`config.mk`:
```
export PLATFORM = sky130hd
export DESIGN_NAME = sbus_frame_decoder
export DESIGN_NICKNAME = d
export VERILOG_FILES = /design/src/hw/rtl/sbusfd_pkg.sv /design/src/hw/rtl/sbusfd_unpacker.sv /design/src/hw/rtl/sbus_frame_decoder.sv
export SDC_FILE = /design/constraint.sdc
export NUM_CORES = 1
export LEC_CHECK = 0
export BUFFER_PORTS_ARGS = -buffer_cell sky130_fd_sc_hd__buf_2
export CORE_ASPECT_RATIO = 0.75
export CORE_UTILIZATION = 51
export DETAILED_ROUTE_END_ITERATION = 6
export PLACE_DENSITY = 0.67
export SLEW_MARGIN = 20
export SYNTH_ARGS = -nofsm -noshare
export SYNTH_HDL_FRONTEND = slang
export SYNTH_SLANG_ARGS = --single-unit
```
`constraint.sdc`:
```
create_clock -name clock -period 3.7 [get_ports clock]
set_clock_uncertainty 0.1 [all_clocks]
set_input_delay 0.555 -clock clock [delete_from_list [all_inputs] [get_ports clock]]
set_output_delay 0.555 -clock clock [all_outputs]
set_load 0.01 [all_outputs]
```
`src/hw/rtl/sbusfd_pkg.sv`:
```
// ----------------------------------------------------------------------------
// S.BUS frame decoder package
// Shared constants and the structs that pass between the frame tracker and
// the channel unpacker.
// ----------------------------------------------------------------------------
`default_nettype none

package sbusfd_pkg;

   localparam logic [7:0] SbusHeader = 8'h0F;

   localparam int FrameLen      = 25;   // header, 22 data bytes, flags, end byte
   localparam int PosW          = 5;    // holds byte positions 0 to 24
   localparam int ChanW         = 11;   // width of one channel value
   localparam int ChanIdxW      = 4;    // sixteen channels
   localparam int FirstChanByte = 1;
   localparam int LastChanByte  = 22;
   localparam int AddrW         = PosW + 1;  // bank bit on top of the position
   localparam int AccW          = ChanW + 7; // leftover bits plus one new byte
   localparam int CntW          = 5;         // bit count, 0 to AccW

   localparam logic [PosW-1:0] FooterPos = PosW'(FrameLen - 1);

   // One write into the frame store.
   typedef struct packed {
      logic             en;
      logic [AddrW-1:0] addr;
      logic [7:0]       data;
   } store_wr_type;

   // Launch of the unpacker on a completed frame held in one bank.
   typedef struct packed {
      logic go;
      logic bank;
   } unpack_start_type;

endpackage

`default_nettype wire

```
`src/hw/rtl/sbusfd_unpacker.sv`:
```
// ----------------------------------------------------------------------------
// S.BUS channel unpacker
// Holds the two-bank frame store and streams the sixteen 11-bit channels of a
// finished frame out of it, one byte read per cycle while the bit accumulator has room.
// ----------------------------------------------------------------------------
`default_nettype none

module sbusfd_unpacker (
   input  wire                                  clock,
   input  wire                                  reset,
   input  wire  sbusfd_pkg::store_wr_type       store_wr,
   input  wire  sbusfd_pkg::unpack_start_type   start,
   output logic                                 busy,
   output logic                                 rsp_valid,
   input  wire                                  rsp_ready,
   output logic [sbusfd_pkg::ChanIdxW-1:0]      rsp_index,
   output logic [sbusfd_pkg::ChanW-1:0]         rsp_value,
   output logic                                 rsp_last
);
   import sbusfd_pkg::*;

   localparam int StoreDepth = 2 ** AddrW;
   localparam logic [CntW-1:0] RefillLimit = CntW'(AccW - 8);

   logic [7:0] store_mem [StoreDepth];

   logic                busy_ff, busy_in;
   logic                rbank_ff, rbank_in;
   logic [PosW-1:0]     rd_ptr_ff, rd_ptr_in;
   logic                rd_pend_ff, rd_pend_in;
   logic [7:0]          rd_data_ff;
   logic [AccW-1:0]     acc_ff, acc_in;
   logic [CntW-1:0]     cnt_ff, cnt_in;
   logic [ChanIdxW-1:0] chan_ff, chan_in;
   logic                rsp_valid_ff, rsp_valid_in;
   logic [ChanIdxW-1:0] rsp_index_ff;
   logic [ChanW-1:0]    rsp_value_ff;
   logic                rsp_last_ff;

   logic                pop;
   logic                last_chan;
   logic                rd_en;
   logic [AccW-1:0]     acc_sh;
   logic [CntW-1:0]     cnt_sh;
   logic [CntW-1:0]     cnt_after;

   // Frame store: one write port from the tracker, one read port here.
   always_ff @(posedge clock) begin
      if (store_wr.en) begin
         store_mem[store_wr.addr] <= store_wr.data;
      end
      if (rd_en) begin
         rd_data_ff <= store_mem[{rbank_ff, rd_ptr_ff}];
      end
   end

   always_comb begin
      last_chan = (chan_ff == {ChanIdxW{1'b1}});
      pop       = busy_ff && (cnt_ff >= CntW'(ChanW)) && (!rsp_valid_ff || rsp_ready);
      acc_sh    = pop ? (acc_ff >> ChanW) : acc_ff;
      cnt_sh    = pop ? (cnt_ff - CntW'(ChanW)) : cnt_ff;
      cnt_after = cnt_sh + (rd_pend_ff ? CntW'(8) : CntW'(0));
      // A read is only issued when the byte it returns is sure to fit.
      rd_en     = busy_ff && (rd_ptr_ff <= PosW'(LastChanByte)) && (cnt_after <= RefillLimit);

      busy_in    = busy_ff;
      rbank_in   = rbank_ff;
      rd_ptr_in  = rd_ptr_ff + PosW'(rd_en);
      rd_pend_in = rd_en;
      acc_in     = acc_sh | (rd_pend_ff ? (AccW'(rd_data_ff) << cnt_sh) : '0);
      cnt_in     = cnt_after;
      chan_in    = pop ? (chan_ff + 1'b1) : chan_ff;

      if (pop && last_chan) begin
         busy_in = 1'b0;
      end
      if (start.go) begin
         busy_in    = 1'b1;
         rbank_in   = start.bank;
         rd_ptr_in  = PosW'(FirstChanByte);
         rd_pend_in = 1'b0;
         acc_in     = '0;
         cnt_in     = '0;
         chan_in    = '0;
      end

      if (pop) begin
         rsp_valid_in = 1'b1;
      end else if (rsp_ready) begin
         rsp_valid_in = 1'b0;
      end else begin
         rsp_valid_in = rsp_valid_ff;
      end
   end

   always_ff @(posedge clock) begin
      if (reset) begin
         busy_ff      <= 1'b0;
         rd_pend_ff   <= 1'b0;
         rsp_valid_ff <= 1'b0;
      end else begin
         busy_ff      <= busy_in;
         rd_pend_ff   <= rd_pend_in;
         rsp_valid_ff <= rsp_valid_in;
      end
   end

   always_ff @(posedge clock) begin
      rbank_ff  <= rbank_in;
      rd_ptr_ff <= rd_ptr_in;
      acc_ff    <= acc_in;
      cnt_ff    <= cnt_in;
      chan_ff   <= chan_in;
      if (pop) begin
         rsp_index_ff <= chan_ff;
         rsp_value_ff <= acc_ff[ChanW-1:0];
         rsp_last_ff  <= last_chan;
      end
   end

   assign busy      = busy_ff;
   assign rsp_valid = rsp_valid_ff;
   assign rsp_index = rsp_index_ff;
   assign rsp_value = rsp_value_ff;
   assign rsp_last  = rsp_last_ff;

endmodule

`default_nettype wire

```
`src/hw/rtl/sbus_frame_decoder.sv`:
```
// ----------------------------------------------------------------------------
// S.BUS frame decoder
// Collects 25-byte S.BUS frames from a byte stream and emits the sixteen
// 11-bit channel values of every frame whose end byte matches the footer.
// ----------------------------------------------------------------------------
// Usage:
// The req_ channel carries received serial bytes, one per request. While no
// frame is open, every byte other than the 0x0F header is dropped. From the
// header on, 25 bytes make a frame; a header byte inside a frame is data.
// When the 25th byte equals the footer register, the rsp_ channel delivers
// sixteen requests, channel 0 to 15, with tlast on channel 15. A wrong end
// byte drops the frame silently.
// The csr_ channel writes the footer register (reset value 0x00, the standard
// S.BUS end byte); it is always ready and should be written while idle.
// Bytes are taken one per cycle except while the end byte is held off. The
// frame store has two banks, so a new frame is received while the previous
// one is unpacked. The unpacker reads a store byte only when its accumulator
// has room for it. If the unpacker is still busy with the previous frame when
// the next end byte arrives, that byte is held off (req_tready low) until the
// unpacker is free.
// A stalled receiver holds the result register; unpacking pauses behind it.
// Reset empties the result register and returns to waiting for a header; the
// frame store itself is not cleared.
// ----------------------------------------------------------------------------
`default_nettype none

module sbus_frame_decoder (
   input  wire        clock,
   input  wire        reset,
   // Received bytes. tdata: [7:0] rx_byte.
   input  wire        req_tvalid,
   output logic       req_tready,
   input  wire  [7:0] req_tdata,
   // Channel results. tdata: [3:0] channel_index, [14:4] channel_value,
   // [15] zero. tlast: last_channel.
   output logic       rsp_tvalid,
   input  wire        rsp_tready,
   output logic [15:0] rsp_tdata,
   output logic       rsp_tlast,
   // Footer register write. data: [7:0] footer_value.
   input  wire        csr_valid,
   output logic       csr_ready,
   input  wire  [7:0] csr_data
);
   import sbusfd_pkg::*;

   logic [7:0]      footer_ff;
   logic [PosW-1:0] pos_ff, pos_in;
   logic            wbank_ff, wbank_in;

   logic             req_accept;
   logic             at_footer;
   logic             unpack_busy;
   store_wr_type     store_wr;
   unpack_start_type start;
   logic [ChanIdxW-1:0] chan_index;
   logic [ChanW-1:0]    chan_value;

   // The end byte is held off only while the other bank is still unpacked.
   assign at_footer  = (pos_ff == FooterPos);
   assign req_tready = !(at_footer && unpack_busy);
   assign req_accept = req_tvalid && req_tready;
   assign csr_ready  = 1'b1;

   always_comb begin
      pos_in         = pos_ff;
      wbank_in       = wbank_ff;
      store_wr.en    = 1'b0;
      store_wr.addr  = {wbank_ff, pos_ff};
      store_wr.data  = req_tdata;
      start.go       = 1'b0;
      start.bank     = wbank_ff;

      if (req_accept) begin
         if (at_footer) begin
            // End byte: it is compared, not stored.
            pos_in = '0;
            if (req_tdata == footer_ff) begin
               start.go = 1'b1;
               wbank_in = !wbank_ff;
            end
         end else if ((pos_ff != '0) || (req_tdata == SbusHeader)) begin
            store_wr.en = 1'b1;
            pos_in      = pos_ff + 1'b1;
         end
      end
   end

   always_ff @(posedge clock) begin
      if (reset) begin
         footer_ff <= '0;
         pos_ff    <= '0;
         wbank_ff  <= 1'b0;
      end else begin
         pos_ff   <= pos_in;
         wbank_ff <= wbank_in;
         if (csr_valid && csr_ready) begin
            footer_ff <= csr_data;
         end
      end
   end

   sbusfd_unpacker u_unpacker (
      .clock     (clock),
      .reset     (reset),
      .store_wr  (store_wr),
      .start     (start),
      .busy      (unpack_busy),
      .rsp_valid (rsp_tvalid),
      .rsp_ready (rsp_tready),
      .rsp_index (chan_index),
      .rsp_value (chan_value),
      .rsp_last  (rsp_tlast)
   );

   assign rsp_tdata = {1'b0, chan_value, chan_index};

endmodule

`default_nettype wire

```
# == Word level (Yosys, flattened, before mapping) ==
# Memories as Yosys holds them, arrays and structs flattened. A register that Yosys moved wholly into a read port is not among the register bits.
# Cells that the tools add are included.
# classes
n_addsub,5
n_mul,0
n_div,0
magnitude_cmp,3
n_eq_ne,4
shifts,1
mux,18
n_bitwise,1
n_reduce_logical,19
# op_table
cell,n
18-bit 2-to-1 mux,2
18-bit OR,1
8-bit by 5-bit left shift with 18-bit output,1
5-bit 2-to-1 mux,3
1-bit 2-to-1 mux,12
"8-bit by 4-bit == test with 1-bit output, second input constant",1
8-bit == test,1
1-bit logical AND,7
2-bit nonzero test,3
5-bit by 1-bit adder with 5-bit output,1
"5-bit by 1-bit adder with 5-bit output, second input constant",1
5-bit adder,1
"5-bit == test, second input constant",1
"5-bit by 4-bit greater-or-equal comparator with 1-bit output, second input constant",1
"5-bit by 4-bit <= comparator with 1-bit output, second input constant",1
"5-bit <= comparator, second input constant",1
5-bit nonzero test,1
"5-bit by 4-bit subtractor with 5-bit output, second input constant",1
"4-bit by 1-bit adder with 4-bit output, second input constant",1
"4-bit == test, second input constant",1
4-bit 2-to-1 mux,1
1-bit logical NOT,3
3-bit AND reduction,1
1-bit logical OR,2
other kinds (2),2
# word_totals
regBits,66
latchBits,0
ram_bits,512
rom_bits,0
output_inout_bits,20
word_cells,66
memories,1
# memory_table
memory,depth,word_bits,read_ports,rd_ports_with_merged_regs,wr,line,source
u_unpacker.store_mem,64,8,1,1,1,sbusfd_unpacker.sv:25,logic [7:0] store_mem [StoreDepth];

# == Logic depth before layout (Yosys ltp) ==
# logic_depth
word_depth,8
depth_mapped,13
depth_no_buf,12

# == Hierarchy ==
# Synthesis repeated with hierarchy kept, for this count alone.
# unflattened
hier_cells,1308
hier_area_um2,23835.4
# by_module_without_submodules
mod,n_inst,cells_per_inst,area_per_inst_um2
sbusfd_unpacker,1,1218,23023.3
sbus_frame_decoder,1,90,812.0

# == Worst setup path before layout ==
# OpenSTA, ideal clock, no wires.
# synth_timing
path_type,input port to flip-flop
start,in req_tdata[5]
end,"mem u_unpacker.store_mem[56][0], enable pin"
setup_ps,395
arrival_ps,2728
slack_ps,477
path_stages,6
path_buffers,1
cell_sequence,or4_1 > o2111ai_2 > and3_1 > buf_4 > nand4_1 > nor4_1
# synth_between
elab_chain_len,7
# synth_lines
element,line,source
start: declaration,sbus_frame_decoder.sv:33,"input wire [7:0] req_tdata,"
8-bit by 4-bit == test with 1-bit output,sbus_frame_decoder.sv:82,end else if ((pos_ff != '0) || (req_tdata == SbusHeader)) begin
1-bit logical OR,sbus_frame_decoder.sv:82,
1-bit 2-to-1 mux,sbus_frame_decoder.sv:82,
1-bit 2-to-1 mux,sbus_frame_decoder.sv:75,if (at_footer) begin
1-bit 2-to-1 mux,sbus_frame_decoder.sv:74,if (req_accept) begin
1-bit 2-to-1 mux,sbusfd_unpacker.sv:49,if (store_wr.en) begin
1-bit 2-to-1 mux (not written as such),sbusfd_unpacker.sv:50,store_mem[store_wr.addr] <= store_wr.data;
end: declaration,sbusfd_unpacker.sv:25,
# Every way passes these cells.

# == Worst setup path in the final report ==
# layout_timing
start,reg pos_ff[0]
end,"mem u_unpacker.store_mem[22][5], enable pin"
# layout_between
elab_chain_len,7
word_cells_on_any_way,11
classes_between,eq/ne (1); mux (5); reduce/logical (5)
# layout_lines
element,line,source
start: declaration,sbus_frame_decoder.sv:48,"logic [PosW-1:0] pos_ff, pos_in;"
start signal: assignment,sbus_frame_decoder.sv:95,pos_ff <= pos_in;
5-bit nonzero test or 5-bit == test (tied branches),"sbus_frame_decoder.sv:82, sbus_frame_decoder.sv:60",
1-bit logical OR or 1-bit logical AND (tied branches),"sbus_frame_decoder.sv:82, sbus_frame_decoder.sv:61",
1-bit 2-to-1 mux or 1-bit logical NOT (tied branches),"sbus_frame_decoder.sv:82, sbus_frame_decoder.sv:61",
1-bit 2-to-1 mux or 1-bit logical AND (tied branches),"sbus_frame_decoder.sv:75, sbus_frame_decoder.sv:62",
1-bit 2-to-1 mux,sbus_frame_decoder.sv:74,
1-bit 2-to-1 mux,sbusfd_unpacker.sv:49,
1-bit 2-to-1 mux (not written as such),sbusfd_unpacker.sv:50,
# Several ways; a longest one is shown, not always the timed one.

==> key figures <==
Run status
  – Status: complete, no violations

Clock network
  – Max Root-Sink Buffers: 3
  – Post-CTS setup buffers: 0
  – CTS H-Tree Depth: 2
  – Cts repair resizes: 0
  – CTS Buf Count: 53
  – Clock transition at path regs: 0.06 ns
  – Clk_lat worst skew: 0.60 ns
  – Clk root buf: clkbuf_16
  – Clock sink count: 586
  – CTS tree: done
  – Hold Buf Count CTS: 0

Synthesis
  – Synth Warn #: 0
  – Largest family of logic cells by synthesized area: multiplexers
  – EDFF count, synth: 537
  – Synth Area in Compound Gates: 4.26%
  – Register area share after synthesis: 72.0%
  – Cell count after synthesis: 1293
  – Syn_area_per_cell: 18.4 um^2
  – Post-Synth Simple-Gate Area: 5.01%
  – Synthesized flop and latch total: 586
  – Post-synth top area share: 67.9%
  – Xor/xnor share of the synthesized area: 0.658%
  – Prevailing post-synth register cell: edfxtp_1
  – Post-synth net total: 1321
  – Post-Syn Area: 23800 um^2
  – Count of different cell masters after synthesis: 72
  – Synth area leader: edfxtp_1
  – Area contributors post-synth: edfxtp_1, mux4_2, dfxtp_1
  – Adder-Cell Fraction of Synth Area: 0.369%
  – Ys async rst share: 0%
  – Mux share of post-synthesis cell area: 16.0%

STA
  – Final count of hold timing violations: 0
  – Crit share post-route: 91.9%
  – Final-report max-slew violation count: 0
  – Final setup TNS: 0 ns
  – Minimum clock period: 3.40 ns
  – Final setup vio count: 0
  – FMAX: 294 MHz
  – RSZ-0062 raised after global routing: no
  – Slew headroom: 33.4%
  – Worst Tran Pin Value: 0.996 ns

Worst setup path
  – CP Capture Type: flip-flop
  – Worst r2r dst: u_unpacker.store_mem[22][5]
  – Largest stage delay on the critical path: 0.69 ns
  – Critical Path AT: 3.61 ns
  – Crit path buf inv count: 2
  – Cells along the critical path: inv_1 > ha_1 > nand4_1 > and3_1 > nand4_1 > nor2_1 > buf_4
  – Critical Path RT: 3.91 ns
  – Critical-path maximum fanout: 14
  – Critical Path Start: pos_ff[0]
  – R2r worst-path depth: 7
  – Crit path max-delay family: simple AND/OR/NAND/NOR gates
  – Most used cell along the critical path: nand4_1
  – Worst Setup Start Kind: flip-flop
  – Reg-to-reg startpoint: pos_ff[0]
  – WS Path Type: reg -> reg
  – Worst path slowest cell: dfxtp_1
  – Internal reg-to-reg setup slack: 0.30 ns

Placement
  – Port bufs: 38
  – Post-detail-place hpwl: 34500 um
  – Final GP Congestion: 0.880

Routing
  – WL/cell: 26.1 um
  – DR vias: 12700
  – DR DRC count: 0
  – First-pass DRT Iterations: 5
  – Iteration-0 DRC Markers: 1365
  – Routed WL: 53900 um
  – Vias per cell: 6.16
  – Antenna viol nets, final: 0

Hold path
  – Worst hold stages: 3
  – Hold wc startpoint: csr_data[3]
  – Hold WC Path Type: in -> reg
  – Min-Delay Endpoint: footer_ff[3]

GRT
  – Initial antenna violation count: 2
  – Largest net degree at the start of global routing: 66
  – Grt total ovfl: 0
  – Number of global-route vias before repair: 12700
  – Tot GR Track Use: 23.2%
  – Global-route wire length before repair: 80800 um

Pwr
  – Power Total: 0.0126 W
  – Combinational fraction of design power: 1.3%
  – Sw Share: 19.7%
  – Worst VDD drop: 561 uV
  – Switching power: 0.00249 W
  – Clk pwr share: 41.6%
  – Leak: 8.58 nW
  – Internal power: 0.0101 W
  – Pwr dens: 469 nW/um^2
  – Sequential power share: 57.1%

Cells and area
  – Ratio of cells with drive above 1 in the final layout: 26.7%
  – Fin util: 58.6%
  – ANT cells: 0
  – Nets: 1454
  – Area growth from synthesis to layout: 13.4%

Floorplanning
  – Initial Util: 51.7%
  – Std cell rows: 68
  – I/O Pins: 41
  – Die height: 189 um
  – Die area: 47500 um^2
  – DIE WIDTH: 251 um
  – Core Region: 45900 um^2

Run
  – Max cap viols: 0
[power groups by stage]
| stage | Sequential, W | Combinational, W | Clock (W) |
|---|---|---|---|
| after global routing | 0.00722 | 0.000173 | 0.00556 |
| final | 0.00722 | 0.000162 | 0.00525 |
| after detailed placement | 0.00736 | 0.000165 | 0 |
| after floorplan | 0.00736 | 0.0000289 | 0 |
| after CTS | 0.00722 | 0.000164 | 0.00532 |
| after global placement | 0.00736 | 0.000160 | 0 |
[layout by cell type, fill, tap and decap left out, drive strengths merged, types with 4 or more instances in the layout]
cell	n
edfxtp	537
buf	153
mux4	143
nor2	116
clkbuf	71
dfxtp	49
mux2i	48
nand2	44
a21oi	37
o21ai	22
clkinv	22
nand3	18
nand4	15
nor2b	14
xnor2	14
inv	12
o211ai	11
o22ai	11
a211oi	10
a22oi	9
a221oi	8
mux2	8
ha	7
nand2b	6
a31oi	6
nor3	6
and3	5
nor4	5
or3	4
[worst reg2reg max path: stages, from the launching register on]
cell	delay, ns
dfxtp_1	0.69
inv_1	0.28
ha_1	0.31
nand4_1	0.14
and3_1	0.43
nand4_1	0.51
nor2_1	0.45
buf_4	0.22
[cells by family after synthesis]
group	after synthesis
flops	586
simple gates	248
mux	199
compound gates	148
buf+inv	86
xor+xnor	17
fa+ha+maj	7
other cells	2
[worst max path at each step]
stage               cells past startpoint  slack, ns                          end
CTS                                     7       0.40  u_unpacker.store_mem[22][5]
floorplan                               6       0.48  u_unpacker.store_mem[56][0]
detailed placement                      7       0.24  u_unpacker.store_mem[22][5]
global route                            7       0.10  u_unpacker.store_mem[22][5]
finish                                  7       0.30  u_unpacker.store_mem[22][5]
global placement                        8       0.28  u_unpacker.store_mem[46][6]
[sequential cells by signal, summed over array words and instances (netlist names)]
name                   cells
u_unpacker.store_mem     512
u_unpacker.acc_ff         18
u_unpacker.rsp_value      11
footer_ff                  8
u_unpacker.rd_data_ff      8
pos_ff                     5
u_unpacker.cnt_ff          5
u_unpacker.rd_ptr_ff       5
u_unpacker.chan_ff         4
u_unpacker.rsp_index       4
u_unpacker.busy            1
u_unpacker.rbank_ff        1
u_unpacker.rd_pend_ff      1
u_unpacker.rsp_last        1
u_unpacker.rsp_valid       1
wbank_ff                   1
[layer usage]
metal  up-vias  track usage [%]  part of all wire, %
met2       551             34.3                   45
met5         -                0                    0
met4         0             4.81                  1.6
met1      6584             35.4                   44
li1       5508                -                    -
met3        73             5.51                  8.8
[cell type report]
class,count,area [um^2]
tap,595,744
multi-input combinational,621,6260
timing repair buffer,153,1130
inverter,11,43.8
sequential,586,17100
clock buffer,71,1420
fill,3410,19000
clock inverter,26,230
[stage by stage]
stage | area [um^2] | instances | worst slack, ns | hold slack (ns)
2_1_floorplan | 23800 | 1293 | 0.477 | 0.306
3_3_place_gp | 25300 | 1966 | 0.280 | 0.317
3_5_place_dp | 25300 | 1966 | 0.243 | 0.320
4_1_cts | 26900 | 2063 | 0.399 | 0.0864
5_1_grt | 26900 | 2063 | 0.102 | 0.103
6_report | 26900 | 2063 | 0.298 | 0.101
[cell usage after synthesis, drive strengths merged (3+ instances only)]
cell type	count
and2	3
xnor2	14
o211ai	11
ha	7
edfxtp	537
o21ai	22
mux2	8
nand4	15
a211oi	10
and3	5
or3	4
nand2	44
a32oi	3
o31ai	3
mux4	143
o22ai	11
a21oi	37
a22oi	9
nor2b	14
buf	42
nand3	18
clkbuf	33
a32o	3
nor2	116
nor3	6
mux2i	48
nor4	5
inv	11
a221oi	8
or2	3
nand2b	6
o21a	3
a31oi	6
a22o	3
dfxtp	49
xor2	3
Note: power is estimated with default switching activity, not from simulation.
